==> config.mk <==
export PLATFORM = sky130hd
export DESIGN_NAME = chir_ctrl
export DESIGN_NICKNAME = d
export VERILOG_FILES = /design/src/rtl/chir_pkg.sv /design/src/rtl/chir_ctrl.sv
export SDC_FILE = /design/constraint.sdc
export NUM_CORES = 1
export LEC_CHECK = 0
export BUFFER_PORTS_ARGS = -buffer_cell sky130_fd_sc_hd__buf_2
export CAP_MARGIN = 0
export CELL_PAD_IN_SITES_DETAIL_PLACEMENT = 0
export CELL_PAD_IN_SITES_GLOBAL_PLACEMENT = 1
export CORE_ASPECT_RATIO = 0.6
export CORE_MARGIN = 5
export CORE_UTILIZATION = 30
export CTS_BUF_LIST = sky130_fd_sc_hd__clkbuf_16
export CTS_CLUSTER_SIZE = 28
export DETAILED_ROUTE_END_ITERATION = 8
export PLACE_DENSITY_LB_ADDON = 0.1
export SLEW_MARGIN = 30
export SYNTH_ARGS = -nofsm -noshare
export SYNTH_HDL_FRONTEND = slang
export SYNTH_SLANG_ARGS = --single-unit
==> constraint.sdc <==
create_clock -name clk -period 5.7 [get_ports clk]
set_input_delay 1.425 -clock clk [delete_from_list [all_inputs] [get_ports clk]]
set_output_delay 1.425 -clock clk [all_outputs]
set_load 0.01 [all_outputs]
==> src/rtl/chir_pkg.sv <==
// chir_pkg: shared types, codes and helpers of the chunked image receiver
// depends on nothing; used by the interfaces, chir_ctrl, chir_store and the top level
`default_nettype none

package chir_pkg;

	// default sizes of the image store and of one chunk
	localparam int IMAGE_DEPTH_DEF = 65536;
	localparam int CHUNK_MAX_DEF   = 1024;

	// field widths
	localparam int OP_W     = 2;
	localparam int BYTE_W   = 8;
	localparam int ADDR_W   = 16;
	localparam int EV_W     = 2;
	localparam int IDX_W    = 16;
	localparam int IMG_W    = 17;
	localparam int CFG_IDX_W = 2;

	// frame format
	localparam logic [2:0] HDR_LEN  = 3'd7;
	localparam logic [7:0] CRC_POLY = 8'h07;

	// configuration register indexes
	localparam logic [CFG_IDX_W-1:0] CFG_START_MARKER = 2'd0;
	localparam logic [CFG_IDX_W-1:0] CFG_ACK_CODE     = 2'd1;
	localparam logic [CFG_IDX_W-1:0] CFG_NACK_CODE    = 2'd2;

	// configuration reset values
	localparam logic [7:0] START_MARKER_RST = 8'd170;
	localparam logic [7:0] ACK_CODE_RST     = 8'd6;
	localparam logic [7:0] NACK_CODE_RST    = 8'd21;

	typedef enum logic [OP_W-1:0] {
		OP_BYTE    = 2'd0,
		OP_TIMEOUT = 2'd1,
		OP_READ    = 2'd2,
		OP_START   = 2'd3
	} op_t;

	typedef enum logic [EV_W-1:0] {
		EV_ACK      = 2'd0,
		EV_NACK     = 2'd1,
		EV_READ     = 2'd2,
		EV_OVERFLOW = 2'd3
	} ev_t;

	typedef enum logic [2:0] {
		PH_IDLE    = 3'd0,
		PH_HUNT    = 3'd1,
		PH_HEADER  = 3'd2,
		PH_PAYLOAD = 3'd3,
		PH_CHECK   = 3'd4,
		PH_DONE    = 3'd5,
		PH_ERROR   = 3'd6
	} phase_t;

	// result of one item, read data joined later
	typedef struct packed {
		logic              valid;
		ev_t               ev;
		logic [BYTE_W-1:0] reply;
		logic              done;
		logic [IDX_W-1:0]  index;
		logic [IMG_W-1:0]  image_bytes;
	} res_t;

	// crc-8, msb first, one byte
	function automatic logic [7:0] crc8_byte(input logic [7:0] crc, input logic [7:0] b);
		logic [7:0] c;
		c = crc ^ b;
		for (int k = 0; k < 8; k++) begin
			c = c[7] ? ((c << 1) ^ CRC_POLY) : (c << 1);
		end
		return c;
	endfunction

endpackage

`default_nettype wire

==> src/rtl/chir_ctrl.sv <==
// chir_ctrl: framing state machine, crc check, commit logic and config registers
// depends on chir_pkg; drives the write port of chir_store
`default_nettype none

module chir_ctrl #(
	parameter int IMAGE_DEPTH = chir_pkg::IMAGE_DEPTH_DEF,
	parameter int CHUNK_MAX   = chir_pkg::CHUNK_MAX_DEF
) (
	input  wire logic                              clk,
	input  wire logic                              arst_n,
	input  wire logic                              take,
	input  wire logic [chir_pkg::OP_W-1:0]         operation,
	input  wire logic [chir_pkg::BYTE_W-1:0]       rx_byte,
	input  wire logic                              cfg_we,
	input  wire logic [chir_pkg::CFG_IDX_W-1:0]    cfg_index,
	input  wire logic [chir_pkg::BYTE_W-1:0]       cfg_data,
	output chir_pkg::res_t                         res,
	output logic                                   wr_en,
	output logic      [$clog2(IMAGE_DEPTH)-1:0]    wr_addr,
	output logic      [chir_pkg::BYTE_W-1:0]       wr_data
);

	localparam int AW    = $clog2(IMAGE_DEPTH);
	localparam int CW    = $clog2(IMAGE_DEPTH + 1);
	localparam int PW    = $clog2(CHUNK_MAX + 1);
	localparam int WS_W  = ((CW > PW) ? CW : PW) + 1;
	localparam int CS_W  = ((CW > 16) ? CW : 16) + 1;

	chir_pkg::phase_t phase_q, phase_d;
	logic [2:0]       hdr_cnt_q, hdr_cnt_d;
	logic [15:0]      frame_index_q, frame_index_d;
	logic [15:0]      frame_total_q, frame_total_d;
	logic [15:0]      frame_size_q, frame_size_d;
	logic [7:0]       crc_q, crc_d;
	logic [PW-1:0]    pay_cnt_q, pay_cnt_d;
	logic [CW-1:0]    committed_q, committed_d;
	logic [15:0]      expected_q, expected_d;
	logic [7:0]       start_marker_q, ack_code_q, nack_code_q;

	chir_pkg::op_t    op;
	logic [7:0]       crc_base, crc_next;
	logic [15:0]      size_shift;
	logic             hdr_last, size_big, pay_last, in_range, chk_bad, ovf, last_chunk;
	logic             in_frame, is_marker;
	logic [PW:0]      pay_next;
	logic [WS_W-1:0]  wr_sum;
	logic [CS_W-1:0]  commit_sum;

	assign op = chir_pkg::op_t'(operation);

	// shared conditions
	assign crc_base   = (phase_q == chir_pkg::PH_HUNT) ? 8'd0 : crc_q;
	assign crc_next   = chir_pkg::crc8_byte(crc_base, rx_byte);
	assign is_marker  = rx_byte == start_marker_q;
	assign size_shift = {frame_size_q[7:0], rx_byte};
	assign hdr_last   = hdr_cnt_q == (chir_pkg::HDR_LEN - 3'd1);
	assign size_big   = {16'd0, size_shift} > 32'(CHUNK_MAX);
	assign pay_next   = {1'b0, pay_cnt_q} + (PW+1)'(1);
	assign pay_last   = 17'(pay_next) >= {1'b0, frame_size_q};
	assign wr_sum     = WS_W'(committed_q) + WS_W'(pay_cnt_q);
	assign in_range   = wr_sum < WS_W'(IMAGE_DEPTH);
	assign commit_sum = CS_W'(committed_q) + CS_W'(frame_size_q);
	assign ovf        = commit_sum > CS_W'(IMAGE_DEPTH);
	assign chk_bad    = (rx_byte != crc_q) || (frame_index_q != expected_q);
	assign last_chunk = ({1'b0, frame_index_q} + 17'd1) >= {1'b0, frame_total_q};
	assign in_frame   = (phase_q == chir_pkg::PH_HUNT) || (phase_q == chir_pkg::PH_HEADER) ||
		(phase_q == chir_pkg::PH_PAYLOAD) || (phase_q == chir_pkg::PH_CHECK);

	// next phase
	always_comb begin
		phase_d = phase_q;
		if (take) begin
			unique case (op)
				chir_pkg::OP_BYTE: begin
					unique case (phase_q)
						chir_pkg::PH_HUNT: begin
							if (is_marker) phase_d = chir_pkg::PH_HEADER;
						end
						chir_pkg::PH_HEADER: begin
							if (hdr_last) begin
								if (size_big)
									phase_d = chir_pkg::PH_HUNT;
								else if (size_shift == 16'd0)
									phase_d = chir_pkg::PH_CHECK;
								else
									phase_d = chir_pkg::PH_PAYLOAD;
							end
						end
						chir_pkg::PH_PAYLOAD: begin
							if (pay_last) phase_d = chir_pkg::PH_CHECK;
						end
						chir_pkg::PH_CHECK: begin
							priority if (chk_bad)
								phase_d = chir_pkg::PH_HUNT;
							else if (ovf)
								phase_d = chir_pkg::PH_ERROR;
							else
								phase_d = last_chunk ? chir_pkg::PH_DONE : chir_pkg::PH_HUNT;
						end
						default: ;
					endcase
				end
				chir_pkg::OP_TIMEOUT: begin
					if (in_frame) phase_d = chir_pkg::PH_HUNT;
				end
				chir_pkg::OP_READ: ;
				chir_pkg::OP_START: phase_d = chir_pkg::PH_HUNT;
			endcase
		end
	end

	// datapath updates, result and store write
	always_comb begin
		hdr_cnt_d     = hdr_cnt_q;
		frame_index_d = frame_index_q;
		frame_total_d = frame_total_q;
		frame_size_d  = frame_size_q;
		crc_d         = crc_q;
		pay_cnt_d     = pay_cnt_q;
		committed_d   = committed_q;
		expected_d    = expected_q;
		res.valid     = 1'b0;
		res.ev        = chir_pkg::EV_NACK;
		res.reply     = 8'd0;
		res.done      = 1'b0;
		res.index     = 16'd0;
		wr_en         = 1'b0;
		wr_addr       = AW'(wr_sum);
		wr_data       = rx_byte;
		if (take) begin
			unique case (op)
				chir_pkg::OP_BYTE: begin
					unique case (phase_q)
						chir_pkg::PH_HUNT: begin
							if (is_marker) begin
								crc_d     = crc_next;
								hdr_cnt_d = 3'd1;
							end
						end
						chir_pkg::PH_HEADER: begin
							crc_d = crc_next;
							if (hdr_cnt_q <= 3'd2)
								frame_index_d = {frame_index_q[7:0], rx_byte};
							else if (hdr_cnt_q <= 3'd4)
								frame_total_d = {frame_total_q[7:0], rx_byte};
							else
								frame_size_d = size_shift;
							hdr_cnt_d = hdr_cnt_q + 3'd1;
							if (hdr_last) begin
								if (size_big) begin
									// oversized chunk is refused at once
									hdr_cnt_d = 3'd0;
									res.valid = 1'b1;
									res.ev    = chir_pkg::EV_NACK;
									res.reply = nack_code_q;
									res.index = frame_index_q;
								end else begin
									pay_cnt_d = '0;
								end
							end
						end
						chir_pkg::PH_PAYLOAD: begin
							crc_d     = crc_q ^ rx_byte;
							wr_en     = in_range;
							pay_cnt_d = PW'(pay_next);
						end
						chir_pkg::PH_CHECK: begin
							res.valid = 1'b1;
							res.index = frame_index_q;
							priority if (chk_bad) begin
								hdr_cnt_d = 3'd0;
								res.ev    = chir_pkg::EV_NACK;
								res.reply = nack_code_q;
							end else if (ovf) begin
								res.ev    = chir_pkg::EV_OVERFLOW;
							end else begin
								committed_d = CW'(commit_sum);
								expected_d  = expected_q + 16'd1;
								hdr_cnt_d   = 3'd0;
								res.ev      = chir_pkg::EV_ACK;
								res.reply   = ack_code_q;
								res.done    = last_chunk;
							end
						end
						default: ;
					endcase
				end
				chir_pkg::OP_TIMEOUT: begin
					if (in_frame) begin
						hdr_cnt_d = 3'd0;
						res.valid = 1'b1;
						res.ev    = chir_pkg::EV_NACK;
						res.reply = nack_code_q;
					end
				end
				chir_pkg::OP_READ: begin
					res.valid = 1'b1;
					res.ev    = chir_pkg::EV_READ;
				end
				chir_pkg::OP_START: begin
					committed_d = '0;
					expected_d  = 16'd0;
					hdr_cnt_d   = 3'd0;
					pay_cnt_d   = '0;
					crc_d       = 8'd0;
				end
			endcase
		end
		res.image_bytes = 17'(committed_d);
	end

	// state registers
	always_ff @(posedge clk or negedge arst_n) begin
		if (!arst_n) begin
			phase_q       <= chir_pkg::PH_IDLE;
			hdr_cnt_q     <= 3'd0;
			frame_index_q <= 16'd0;
			frame_total_q <= 16'd0;
			frame_size_q  <= 16'd0;
			crc_q         <= 8'd0;
			pay_cnt_q     <= '0;
			committed_q   <= '0;
			expected_q    <= 16'd0;
		end else begin
			phase_q       <= phase_d;
			hdr_cnt_q     <= hdr_cnt_d;
			frame_index_q <= frame_index_d;
			frame_total_q <= frame_total_d;
			frame_size_q  <= frame_size_d;
			crc_q         <= crc_d;
			pay_cnt_q     <= pay_cnt_d;
			committed_q   <= committed_d;
			expected_q    <= expected_d;
		end
	end

	// configuration registers, writes beyond the list are dropped
	always_ff @(posedge clk or negedge arst_n) begin
		if (!arst_n) begin
			start_marker_q <= chir_pkg::START_MARKER_RST;
			ack_code_q     <= chir_pkg::ACK_CODE_RST;
			nack_code_q    <= chir_pkg::NACK_CODE_RST;
		end else if (cfg_we) begin
			if (cfg_index == chir_pkg::CFG_START_MARKER) start_marker_q <= cfg_data;
			if (cfg_index == chir_pkg::CFG_ACK_CODE)     ack_code_q     <= cfg_data;
			if (cfg_index == chir_pkg::CFG_NACK_CODE)    nack_code_q    <= cfg_data;
		end
	end

endmodule

`default_nettype wire

==> summary by stage, run 1 <==
Outcome
The flow ran to the end, and the final reports show no timing, DRC or antenna violations.

Global route
The number of global-route vias before repair is 7735. The met2 usage is 21.8%. The number of antenna violations at the first check in global routing is 0. The global-route wire length before repair is 48400 µm. Summed over all layers, the global routing overflow is 0. The largest net degree at the start of global routing is 96. In the global route stage, met1 resource usage came out at 30.0%. The global routing usage on met3 is 4.20%. Across every metal layer, demand over resource in global routing totals 17.7%.

The global routing stage identified its most utilized layer as met1.

Worst hold path
In this run the worst hold path is classified as flop to flop. The cell depth of the worst hold path is 2. The beginning of the worst hold path is frame_total_q[11].

Synth
The number of distinct standard cells referenced by the synthesized netlist is 71. The number of synthesized flops with an enable pin is 0. For this run, the leading register cell type out of synthesis is sky130_fd_sc_hd__dfrtp_1. The netlist area before placement is 9500 µm². After synthesis, the share of flip-flops with an asynchronous set or reset is 100%. The total of warnings raised by yosys is 0.

The post-synthesis sequential element count is 130. The number of nets handed over by synthesis was 1151. Each instance of the synthesized netlist takes up on average 8.95 µm².

The sequential area share after synthesis is 34.4%. In the synthesized netlist, the number of instances is 1061.

Route
The final route contains 8103 vias. For this block, the initial DRC count from the detailed router was 595. In the routed layout, each cell is associated on average with a via count of 5.12. For this run, design rule violations remaining after detail routing come to 0. The number of detailed-routing iterations run before antenna repair is 5.

The number of nets with antenna violations after detailed routing is 0. In the final routed layout, each cell accounts on average for 19.8 µm. The final wirelength is 31400 µm.

Timing
The final setup violation count is 0. The maximum clock frequency is 181 MHz. The smallest hold slack is 0.489 ns.

The max-slew violation total from the final report is 0. The hold violation count in the final report is 0. Measured against its own limit, the worst slew margin works out to 43.1%. Setup repair after global routing left no endpoint under its margin. Across the routed clock network, the largest skew measured is 0.0122 ns. The sum of negative setup slack is 0 ns. For the pin with the worst max-slew slack, the measured transition is 0.853 ns. The worst path in the final design needs a cycle of 5.51 ns, including I/O delays and setup. The final worst-path setup slack is 0.189 ns. Of the available clock period, the critical path in the final layout requires 96.7%.

Clock network
The H-tree depth is 4. After clock tree synthesis, the clock-pin slew on the worst setup and hold paths is 0.06 ns. The maximum clock path buffer count is 2. The tree built by TritonCTS fans out to 130 sinks. Buffers inserted during clock tree synthesis total 17.

Clock latency on the worst-skew pair, taken at its later pin, is 0.45 ns. The root buffer cell chosen for the clock tree is sky130_fd_sc_hd__clkbuf_16. The count of hold buffers inserted by post-cts repair is 0.

The TritonCTS clock tree is built.

Setup path
The launch point of the worst reg-to-reg path is committed_q[5]. The critical path starts at committed_q[5]. STA classifies the critical path startpoint as a flop. The required arrival time at the worst endpoint is 4.28 ns.

The worst register-to-register path has a depth of 14. The capturing element type of the critical path is an output port. The maximum fanout along the worst path is 8. STA puts the critical path data arrival time at 4.09 ns. The class of the most critical setup path is flop to output port.

Job
The max-capacitance violation count is 0.

Floorplan
The die is 240 µm wide. The die footprint is 35400 µm². Once the floorplan was initialized, standard cells occupied 30.4% of the core. Measured along the y axis, the die boundary spans 148 µm. After floorplanning, the core was sized to cover 31200 µm².

The number of top-level pins is 94. Row generation in the floorplan step produced 50 rows.

Layout
The layout net count is 1244. The number of filler instances in the final layout is 3220. Of the cells placed in the final design, the portion with a size suffix greater than 1 is 21.9%.

The signed area change from the synthesized netlist to the final layout is 17.9%. 0 antenna diodes ended up in the layout.

Power and ir drop
The static power due to leakage is 5.33 nW. The power per standard cell area is 303 nW/µm². IR analysis of the VDD net gives a maximum drop of 0.120 mV.

Placement
The post-place setup slack is 0.310 ns. Summed over all nets, the half-perimeter wirelength after detailed placement is 23900 µm. Routability-driven placement finished with a final weighted congestion of 0.840. The port buffer count is 93.
-- registers in the layout, indices dropped and copies added, names as in the netlist --
name and cells:
crc_q 8, frame_total_q 16, frame_size_q 16, committed_q 17, nack_code_q 8, phase_q 3
start_marker_q 8, frame_index_q 16, hdr_cnt_q 3, expected_q 16, pay_cnt_q 11, ack_code_q 8
-- metal layers --
metal	wire [µm]	vias up	share of wire (%)
li1	-	3959	-
met1	17900	3950	57
met2	11600	177	37
met3	1630	17	5.2
met4	233	0	0.74
met5	0	-	0
-- what timing repair did --
| action | 4_1_cts | 5_1_grt |
|---|---|---|
| endpoints found under the setup margin | 25 | 26 |
| setup buffers | 0 | 3 |
| pin swaps | 1 | 8 |
| gates resized for setup | 0 | 14 |
-- final cells by class --
type | instances | area, µm² | area share (%)
flip-flops and latches | 130 | 3260 | 29.1
clock inverters | 15 | 105 | 0.938
repair buffers | 136 | 838 | 7.49
multi-input cells | 804 | 5800 | 51.8
clock buffers | 17 | 425 | 3.80
inverters | 65 | 244 | 2.18
well taps | 416 | 520 | 4.65
-- critical path, cell delays in order (launching register included) --
cell	delay, ns
sky130_fd_sc_hd__dfrtp_1	0.46
sky130_fd_sc_hd__ha_2	0.46
sky130_fd_sc_hd__and3_1	0.30
sky130_fd_sc_hd__a221oi_4	0.11
sky130_fd_sc_hd__o31ai_4	0.35
sky130_fd_sc_hd__buf_4	0.21
sky130_fd_sc_hd__a21o_1	0.11
sky130_fd_sc_hd__o311ai_1	0.18
sky130_fd_sc_hd__o41ai_2	0.45
sky130_fd_sc_hd__buf_4	0.19
sky130_fd_sc_hd__nand2_1	0.07
sky130_fd_sc_hd__nand4b_1	0.22
sky130_fd_sc_hd__buf_6	0.18
sky130_fd_sc_hd__o221ai_1	0.18
sky130_fd_sc_hd__buf_2	0.17
-- path summary, 6_finish.rpt --
check | endpoint | slack (ns)
setup reg to reg | expected_q[5] | 1.53
min in group asynchronous | nack_code_q[7] | 1.08
hold reg to reg | frame_total_q[11] | 0.49
max in group asynchronous | ack_code_q[2] | 3.50
setup / recovery | res[35] | 0.19
hold / removal | frame_total_q[11] | 0.49
-- metrics by stage --
stage	std cells	total power, mW	cell area (µm²)	utilization (%)
detailed placement	1548	2.35	10600	33.9
finish	1583	3.39	11200	35.9
global placement	1548	2.37	10600	33.9
global route	1583	3.61	11200	35.9
floorplan	1061	2.00	9500	-
CTS	1580	3.41	11100	35.6
-- Yosys cell counts (12+ instances only) --
| cell type | instances | area share (%) |
|---|---|---|
| sky130_fd_sc_hd__a21o_1 | 23 | 1.8 |
| sky130_fd_sc_hd__a21oi_1 | 53 | 2.8 |
| sky130_fd_sc_hd__a22o_1 | 17 | 1.6 |
| sky130_fd_sc_hd__and2_1 | 20 | 1.3 |
| sky130_fd_sc_hd__and3_1 | 16 | 1.1 |
| sky130_fd_sc_hd__clkbuf_1 | 48 | 1.9 |
| sky130_fd_sc_hd__dfrtp_1 | 121 | 32 |
| sky130_fd_sc_hd__ha_1 | 64 | 8.4 |
| sky130_fd_sc_hd__inv_1 | 65 | 2.6 |
| sky130_fd_sc_hd__mux2_2 | 53 | 6.3 |
| sky130_fd_sc_hd__nand2_1 | 105 | 4.2 |
| sky130_fd_sc_hd__nand3_1 | 30 | 1.6 |
| sky130_fd_sc_hd__nand4_1 | 20 | 1.3 |
| sky130_fd_sc_hd__nor2_1 | 59 | 2.3 |
| sky130_fd_sc_hd__nor3_1 | 12 | 0.63 |
| sky130_fd_sc_hd__o21ai_0 | 64 | 3.4 |
| sky130_fd_sc_hd__o31ai_1 | 13 | 1.0 |
| sky130_fd_sc_hd__xnor2_1 | 64 | 5.9 |
| sky130_fd_sc_hd__xor2_1 | 40 | 3.7 |
-- cell families (layout without fill, tap and decap cells) --
family                     Yosys count  in the layout  synth area share (%)
AOI/OAI and AO/OA                  247            247                  17.5
xor gates and xnor gates           104            104                  9.59
adders and majority gates           66             66                  8.85
buffers and inverters              127            233                  5.45
DFF                                130            130                  34.4
muxes                               57             57                  6.71
and+or+nand+nor                    330            330                  17.5
-- cell usage in the layout, fill, tap and decap left out, types with 5 or more instances in the layout --
cell type / n
sky130_fd_sc_hd__clkbuf_16: 17
sky130_fd_sc_hd__mux2_2: 53
sky130_fd_sc_hd__and3_1: 16
sky130_fd_sc_hd__nand3_1: 30
sky130_fd_sc_hd__inv_1: 68
sky130_fd_sc_hd__buf_2: 92
sky130_fd_sc_hd__o221ai_1: 9
sky130_fd_sc_hd__a211oi_1: 7
sky130_fd_sc_hd__nor3_1: 10
sky130_fd_sc_hd__nor2_1: 58
sky130_fd_sc_hd__a31oi_1: 6
sky130_fd_sc_hd__a22o_1: 17
sky130_fd_sc_hd__or2_2: 9
sky130_fd_sc_hd__o21ai_0: 64
sky130_fd_sc_hd__or3_1: 8
sky130_fd_sc_hd__clkinv_1: 5
sky130_fd_sc_hd__nor3b_1: 7
sky130_fd_sc_hd__a21oi_1: 51
sky130_fd_sc_hd__dfrtp_1: 121
sky130_fd_sc_hd__dfstp_2: 9
sky130_fd_sc_hd__nor2b_1: 6
sky130_fd_sc_hd__nand4_1: 20
sky130_fd_sc_hd__nand2_1: 105
sky130_fd_sc_hd__o211ai_1: 6
sky130_fd_sc_hd__xnor2_1: 63
sky130_fd_sc_hd__a21o_1: 22
sky130_fd_sc_hd__o31ai_1: 13
sky130_fd_sc_hd__buf_4: 39
sky130_fd_sc_hd__ha_1: 62
sky130_fd_sc_hd__and2_1: 20
sky130_fd_sc_hd__nor4_1: 8
sky130_fd_sc_hd__xor2_1: 40
sky130_fd_sc_hd__nand2b_1: 9
-- power breakdown --
| part | leakage [nW] | internal, mW | switching [mW] | total [mW] |
|---|---|---|---|---|
| Sequential | 1.66 | 1.05 | 0.217 | 1.27 |
| Clock | 0.260 | 0.586 | 0.456 | 1.04 |
| Combinational | 3.41 | 0.483 | 0.597 | 1.08 |
No activity file was read; power rests on OpenSTA's default activity.
==> run 2, diff against run 1 <==
--- a/config.mk
+++ b/config.mk
@@ -10,11 +10,11 @@
 export CELL_PAD_IN_SITES_DETAIL_PLACEMENT = 0
 export CELL_PAD_IN_SITES_GLOBAL_PLACEMENT = 1
 export CORE_ASPECT_RATIO = 0.6
-export CORE_MARGIN = 5
 export CORE_UTILIZATION = 30
 export CTS_BUF_LIST = sky130_fd_sc_hd__clkbuf_16
 export CTS_CLUSTER_SIZE = 28
 export DETAILED_ROUTE_END_ITERATION = 8
+export GPL_TIMING_DRIVEN = 0
 export PLACE_DENSITY_LB_ADDON = 0.1
 export SLEW_MARGIN = 30
 export SYNTH_ARGS = -nofsm -noshare
==> run 2 against run 1 <==
Via count up 1.7%; first-iteration DRC count down 12%; design area up 5.1%; clock skew down 0.0039 ns; core utilization up 1.9 points.
==> summary by stage, run 2 (same netlist as run 1, synthesis figures left out) <==
Outcome
The run finished with clean final reports.

Setup path
For the worst setup path, the data required time is 4.28 ns. Tracing the worst setup path back leads to its startpoint at committed_q[0]. The maximum fanout along the worst path is 8.

The slack of the worst reg-to-reg path is 1.43 ns. Measured in cells, the most critical reg-to-reg path has a length of 17. The reg-to-reg critical path endpoint is expected_q[4].

The kind of start point of the critical path is a flop. The capturing element type of the critical path is an output port. The data arrival time of the critical path is 4.21 ns. The class of the most critical setup path is flop to output port.

The launch point of the worst reg-to-reg path is committed_q[0].

Timing
The transition at the pin with the smallest max-transition slack is 0.750 ns. The worst path needs 5.63 ns of the cycle, external delays included. Of the available clock period, the critical path in the final layout requires 98.9%. The hold violation count in the final report is 0.

Headroom to the max-slew limit came out at 49.5%. The max-slew violation total from the final report came to 0. The smallest hold slack is 0.499 ns. The sum of negative setup slack is 0 ns.

The worst path meets setup with 0.0652 ns of slack. Static timing analysis puts the maximum clock frequency at 177 MHz. The setup clock skew after layout is 0.00832 ns. The final setup violation count is 0. Setup repair after global routing could not meet its margin everywhere.

Floorplan
From bottom edge to top edge, the die measures 140 µm. The core region is 31200 µm². The horizontal extent of the die is 232 µm. The initial utilization of the core area, before any placement, comes to 30.5%. The number of top-level pins is 94. The number of placement rows is 50. The die covers 32400 µm².

Layout
The register with the most flip-flops in the layout has 17 of them. The most common cell after layout, fill and taps aside is sky130_fd_sc_hd__dfrtp_1. From synthesis to final layout, the design area changed by 23.9%.

The layout net count is 1274. Once layout is done, the placed cells without fillers occupy 11800 µm². The fraction of final layout cells sized beyond drive strength 1 is 23.6%. In the layout the commonest cells are 118 x sky130_fd_sc_hd__dfrtp_1, 104 x sky130_fd_sc_hd__nand2_1, 82 x sky130_fd_sc_hd__buf_2. Cells fill 37.8% of the core in the end.

The register with the highest flop count is committed_q. The finished layout holds 1613 standard cells, fillers aside. The antenna diode count is 0.

Route
Dividing the detail-routed wire length by the instance count gives 20.0 µm. In the routed layout, each cell is associated on average with a via count of 5.11. The number of nets with antenna violations after detailed routing is 0.

The routed layout has 8240 vias. Summed over all layers, the routed wires come to 32200 µm. The initial DRC count is 524. The number of remaining DRC errors is 0. The number of detailed-routing iterations run before antenna repair is 5.

Worst hold path
The class of the most critical hold timing path is flop to flop. The worst hold path begins at frame_total_q[11]. Along the worst hold path, the cell count comes to 2.

The worst hold endpoint is frame_total_q[11].

Placement
The HPWL reported at the end of detailed placement is 24200 µm. At the end of routability-driven placement, the weighted congestion stood at 0.878. The number of placed cells counting well taps is 1565. The port buffer count is 85. The standard cell area after detailed placement is 10500 µm².

The post-place setup slack is -1.99 ns.

Clock network
In this run the clock root is driven by a sky130_fd_sc_hd__clkbuf_16. The clock insertion delay at the later pin of the skew report is 0.44 ns. The TritonCTS clock tree is built.

TritonCTS created 17 clock buffers. The H-tree depth is 4. The maximum clock path buffer count is 2. The clock net in this run drives a total of 130 sinks. Clock-pin slew was measured on the worst setup and hold paths at 0.06 ns.

Global route
The number of global-route vias before repair was 7750. The number of antenna violations at the first check in global routing was 0. The largest net degree at the start of global routing is 69. The total grt overflow is 0. Global routing consumed, over all layers together, 20.3% of the routing resources. The global-route wire length before repair is 49300 µm.

Power and ir drop
The cell-internal power is 2.37 mW. The design draws 3.66 mW. For this design the ratio of total power to cell area is 311 nW/µm². Across the VDD grid, the largest voltage drop is 0.214 mV. The clock network power share is 35.7%.

The analysis attributes to cell leakage a power of 5.51 nW. The net load switching power is 1.29 mW. The switching part of the total power is 35.3%. Per report_power, the combinational group accounts for 31.6% of the total.

Of the total power, registers draw 32.7%.

Job
Across the run, the number of max-cap violations was 0.
## run 2: worst max-delay path by stage
stage | to | slack [ns] | cells past startpoint
final | res[38] | 0.07 | 14
after global routing | res[39] | -0.13 | 14
after CTS | res[40] | 0.02 | 13
after detailed placement | res[7] | -1.99 | 11
after global placement | res[7] | -1.97 | 11
after floorplan | res[11] | 0.27 | 10
## run 2: critical path: stages (launching register included)
cell and delay, ns:
sky130_fd_sc_hd__dfrtp_1 0.42, sky130_fd_sc_hd__ha_4 0.18, sky130_fd_sc_hd__fa_2 0.37, sky130_fd_sc_hd__xor2_2 0.18, sky130_fd_sc_hd__nor3_4 0.29, sky130_fd_sc_hd__o221ai_4 0.22, sky130_fd_sc_hd__nor4_4 0.32, sky130_fd_sc_hd__o2111ai_4 0.21
sky130_fd_sc_hd__o41ai_4 0.46, sky130_fd_sc_hd__buf_4 0.19, sky130_fd_sc_hd__nand2_2 0.10, sky130_fd_sc_hd__nand4b_1 0.25, sky130_fd_sc_hd__buf_6 0.20, sky130_fd_sc_hd__o221ai_1 0.18, sky130_fd_sc_hd__buf_2 0.17
## run 2: cell type report
class / instances / area (µm²)
buffer: 60 / 298
multi-input combinational: 804 / 6080
fill: 3205 / 19400
inverter: 65 / 244
clock buffer: 17 / 425
timing repair buffer: 106 / 672
tap: 416 / 520
clock inverter: 15 / 254
sequential: 130 / 3270
## run 2: power by group through the flow
| stage | clock, mW | sequential (mW) | combinational (mW) |
|---|---|---|---|
| 6_report | 1.31 | 1.20 | 1.16 |
| 3_5_place_dp | 0 | 1.21 | 1.13 |
| 3_3_place_gp | 0 | 1.21 | 1.12 |
| 5_1_grt | 1.38 | 1.21 | 1.29 |
| 4_1_cts | 1.34 | 1.19 | 1.15 |
| 2_1_floorplan | 0 | 1.16 | 0.843 |
## run 2: layer usage
| layer | share of wire, % | vias to the layer above | track usage, % |
|---|---|---|---|
| met4 | 0.80 | 0 | 4.33 |
| met3 | 3.9 | 15 | 3.52 |
| met1 | 60 | 4057 | 35.8 |
| met2 | 36 | 149 | 23.5 |
| li1 | - | 4019 | - |
| met5 | 0 | - | 0 |
## run 2: timing repair
item | 4_1_cts | 5_1_grt
pin swaps | 11 | 12
hold buffers | 0 | 0
gates cloned | 0 | 0
endpoints found under the setup margin | 32 | 35
buffers inserted | 8 | 10
resized for setup | 39 | 45
==> run 3, diff against run 2 <==
--- a/config.mk
+++ b/config.mk
@@ -15,7 +15,7 @@
 export CTS_CLUSTER_SIZE = 28
 export DETAILED_ROUTE_END_ITERATION = 8
 export GPL_TIMING_DRIVEN = 0
-export PLACE_DENSITY_LB_ADDON = 0.1
+export PLACE_DENSITY_LB_ADDON = 0.25
 export SLEW_MARGIN = 30
 export SYNTH_ARGS = -nofsm -noshare
 export SYNTH_HDL_FRONTEND = slang
==> run 3 against run 2 <==
Cell count shrank 0.87%; combinational power hardly changed; fmax up 1.3%; clock-buffer cell count unchanged.
==> summary by stage, run 3 (same netlist as run 1, synthesis figures left out) <==
Timing
Setup repair after global routing left no endpoint under its margin. The hold violation count in the final report is 0. On the final layout, the worst clock skew is 0.0106 ns. The final worst-path setup slack is 0.137 ns. Setup violations remaining at the end of the flow were counted as 0.

The max-slew violation total from the final report is 0. After layout, the worst path uses 97.6% of the clock period. The transition at the pin with the smallest max-transition slack is 0.794 ns. The maximum clock frequency is 180 MHz.

The smallest hold slack is 0.492 ns. Headroom to the max-slew limit came out at 46.8%. The sum of negative setup slack is 0 ns. The clock period minus worst slack is 5.56 ns.

Layout
The core occupancy in the finished layout is 36.8%. Compared with the post-synthesis result, the final layout area differs by 20.6%. More flip-flops sit in one register than any other, and that register is committed_q. The flip-flop count of the largest register, all copies and words added is 17. The final instance area is 11500 µm². The number of antenna diodes in the final layout is 0. In the layout the commonest cells are 120 x sky130_fd_sc_hd__dfrtp_1, 105 x sky130_fd_sc_hd__nand2_1, 86 x sky130_fd_sc_hd__buf_2. The net count of the finished layout is 1262. The most common cell after layout, fill and taps aside is sky130_fd_sc_hd__dfrtp_1. In the final layout, the share of cells above drive strength 1 is 21.4%.

Global route
The most utilized layer in the global route result is met1. The number of antenna violations at the first check in global routing is 0. The global-route usage over all layers is 19.1%. After global routing the overflow that remains totals 0. Entering global routing, the biggest net connects 71 pins. Global routing consumed, on the met2 layer, 23.0% of the routing resources. Global routing consumed, on the met3 layer, 4.94% of the routing resources.

The met1 routing resource usage after global routing is 31.7%. The first global-routing pass estimated 47000 µm of wire. The number of global-route vias before repair is 7766.

Clock network
The H-tree depth is 4. The CTS sink count is 130. The clock insertion delay at the later pin of the skew report is 0.44 ns.

The clock passes through at most 2 buffers. The tree is rooted in a sky130_fd_sc_hd__clkbuf_16. The TritonCTS clock tree is built. The number of hold buffers added after CTS was 0. After clock tree synthesis, the clock-pin slew on the worst setup and hold paths is 0.06 ns. Buffers inserted during clock tree synthesis total 17.

Floorplan
The horizontal extent of the die is 232 µm. From bottom edge to top edge, the die measures 140 µm. The die footprint is 32400 µm². The floorplan has 50 rows.

The region available for standard cell placement spans 31200 µm². The effective utilization at floorplan is 30.5%. In this run the count of I/O pins placed on the die edge is 94.

Power and ir drop
VDD sags by at most 0.229 mV. Sequential cells burn 34.6% of the power. The net load switching power is 1.21 mW.

Of the total power, the share spent switching nets is 34.9%. The static power due to leakage is 5.37 nW. The power per standard cell area is 303 nW/µm².

Internal power comes to 2.26 mW. The clock network power share is 32.4%. Combinational logic burns 33.0% of the power.

Worst hold path
The class of the most critical hold timing path is flop to flop.

Setup path
The class of the most critical setup path is flop to output port. The worst setup path is launched from a flop. STA classifies the critical path endpoint as an output port. The required arrival time at the worst endpoint is 4.28 ns.

The maximum fanout along the worst path is 10. At the worst endpoint, the arrival time is 4.14 ns.

Placement
After legalization and detailed placement, the total HPWL measured 22600 µm. Port buffering added 85 buffers. Summing all placed instances gives a cell area of 10500 µm². The post-place setup slack is -1.89 ns.

The last weighted congestion value of the routability-driven placer is 0.862.

Outcome
The flow ran to the end, and the final reports show no timing, DRC or antenna violations.

Route
Summing over every cut layer, the via total after detailed routing is 8138. The detailed-route vias per instance is 5.09. The final wirelength is 29700 µm. The number of detailed-routing iterations run before antenna repair is 5.

The count of nets left with antenna violations once routing finished came out at 0. In the routed design, unresolved DRC markers number 0. The initial DRC count is 573. The post-detailed-route wirelength per cell is 18.6 µm.

Job
The max-capacitance violation count is 0.
## run 3: cell count changes in the layout (fill, tap and decap cells not counted), sizes merged
cell,change
inv,+1
bufinv,-2
clkbuf,+1
clkinvlp,-1
buf,-13
## run 3: routing by layer
| metal | part of all wire, % | vias up |
|---|---|---|
| met2 | 36 | 173 |
| met1 | 58 | 3928 |
| met5 | 0 | - |
| met3 | 5.3 | 17 |
| li1 | - | 4020 |
| met4 | 0.83 | 0 |
## run 3: cell type report
class,count,area (µm²)
Fill cell,3227,19700
Multi-Input combinational cell,804,6000
Sequential cell,130,3270
Timing Repair Buffer,94,543
Tap cell,416,520
Clock buffer,17,425
Buffer,60,293
Inverter,65,244
Clock inverter,13,159
## run 3: repair_timing
action | CTS | global route
setup endpoints to repair | 28 | 35
setup buffers | 7 | 1
pin swaps | 10 | 9
gates resized for setup | 34 | 31
## run 3: stage by stage
| stage | total power, mW | cells |
|---|---|---|
| global route | 3.71 | 1599 |
| finish | 3.47 | 1599 |
| detailed placement | 2.32 | 1563 |
| global placement | 2.31 | 1562 |
| floorplan | 2.00 | 1061 |
| CTS | 3.49 | 1598 |
## run 3: power groups by stage
| stage | Sequential, mW | Clock (mW) | Combinational [mW] |
|---|---|---|---|
| finish | 1.20 | 1.12 | 1.14 |
| global route | 1.22 | 1.20 | 1.29 |
| CTS | 1.20 | 1.16 | 1.14 |
| detailed placement | 1.21 | 0 | 1.11 |
| global placement | 1.21 | 0 | 1.10 |
| floorplan | 1.16 | 0 | 0.843 |
## run 3: worst max-delay path, stage by stage, from the launching register on
cell	delay (ns)
sky130_fd_sc_hd__dfrtp_2	0.43
sky130_fd_sc_hd__ha_2	0.22
sky130_fd_sc_hd__fa_2	0.36
sky130_fd_sc_hd__a21o_4	0.24
sky130_fd_sc_hd__a221oi_4	0.34
sky130_fd_sc_hd__o31ai_4	0.18
sky130_fd_sc_hd__a21boi_2	0.19
sky130_fd_sc_hd__o311ai_2	0.15
sky130_fd_sc_hd__o41ai_4	0.36
sky130_fd_sc_hd__buf_4	0.19
sky130_fd_sc_hd__nand3_4	0.13
sky130_fd_sc_hd__a21oi_4	0.24
sky130_fd_sc_hd__nand2b_4	0.11
sky130_fd_sc_hd__buf_6	0.17
sky130_fd_sc_hd__a22o_4	0.25
sky130_fd_sc_hd__buf_2	0.14
## run 3: path summary, 6_finish.rpt
kind	startpoint	end	slack (ns)	cells after the start
min in group asynchronous	arst_n	expected_q[12]	0.92	1
worst min register to register	frame_total_q[15]	frame_total_q[15]	0.49	2
worst max register to register	frame_size_q[0]	expected_q[4]	1.55	17
worst max-delay path	frame_size_q[0]	res[7]	0.14	15
worst min-delay path	frame_total_q[15]	frame_total_q[15]	0.49	2
max in group asynchronous	arst_n	nack_code_q[4]	4.00	2
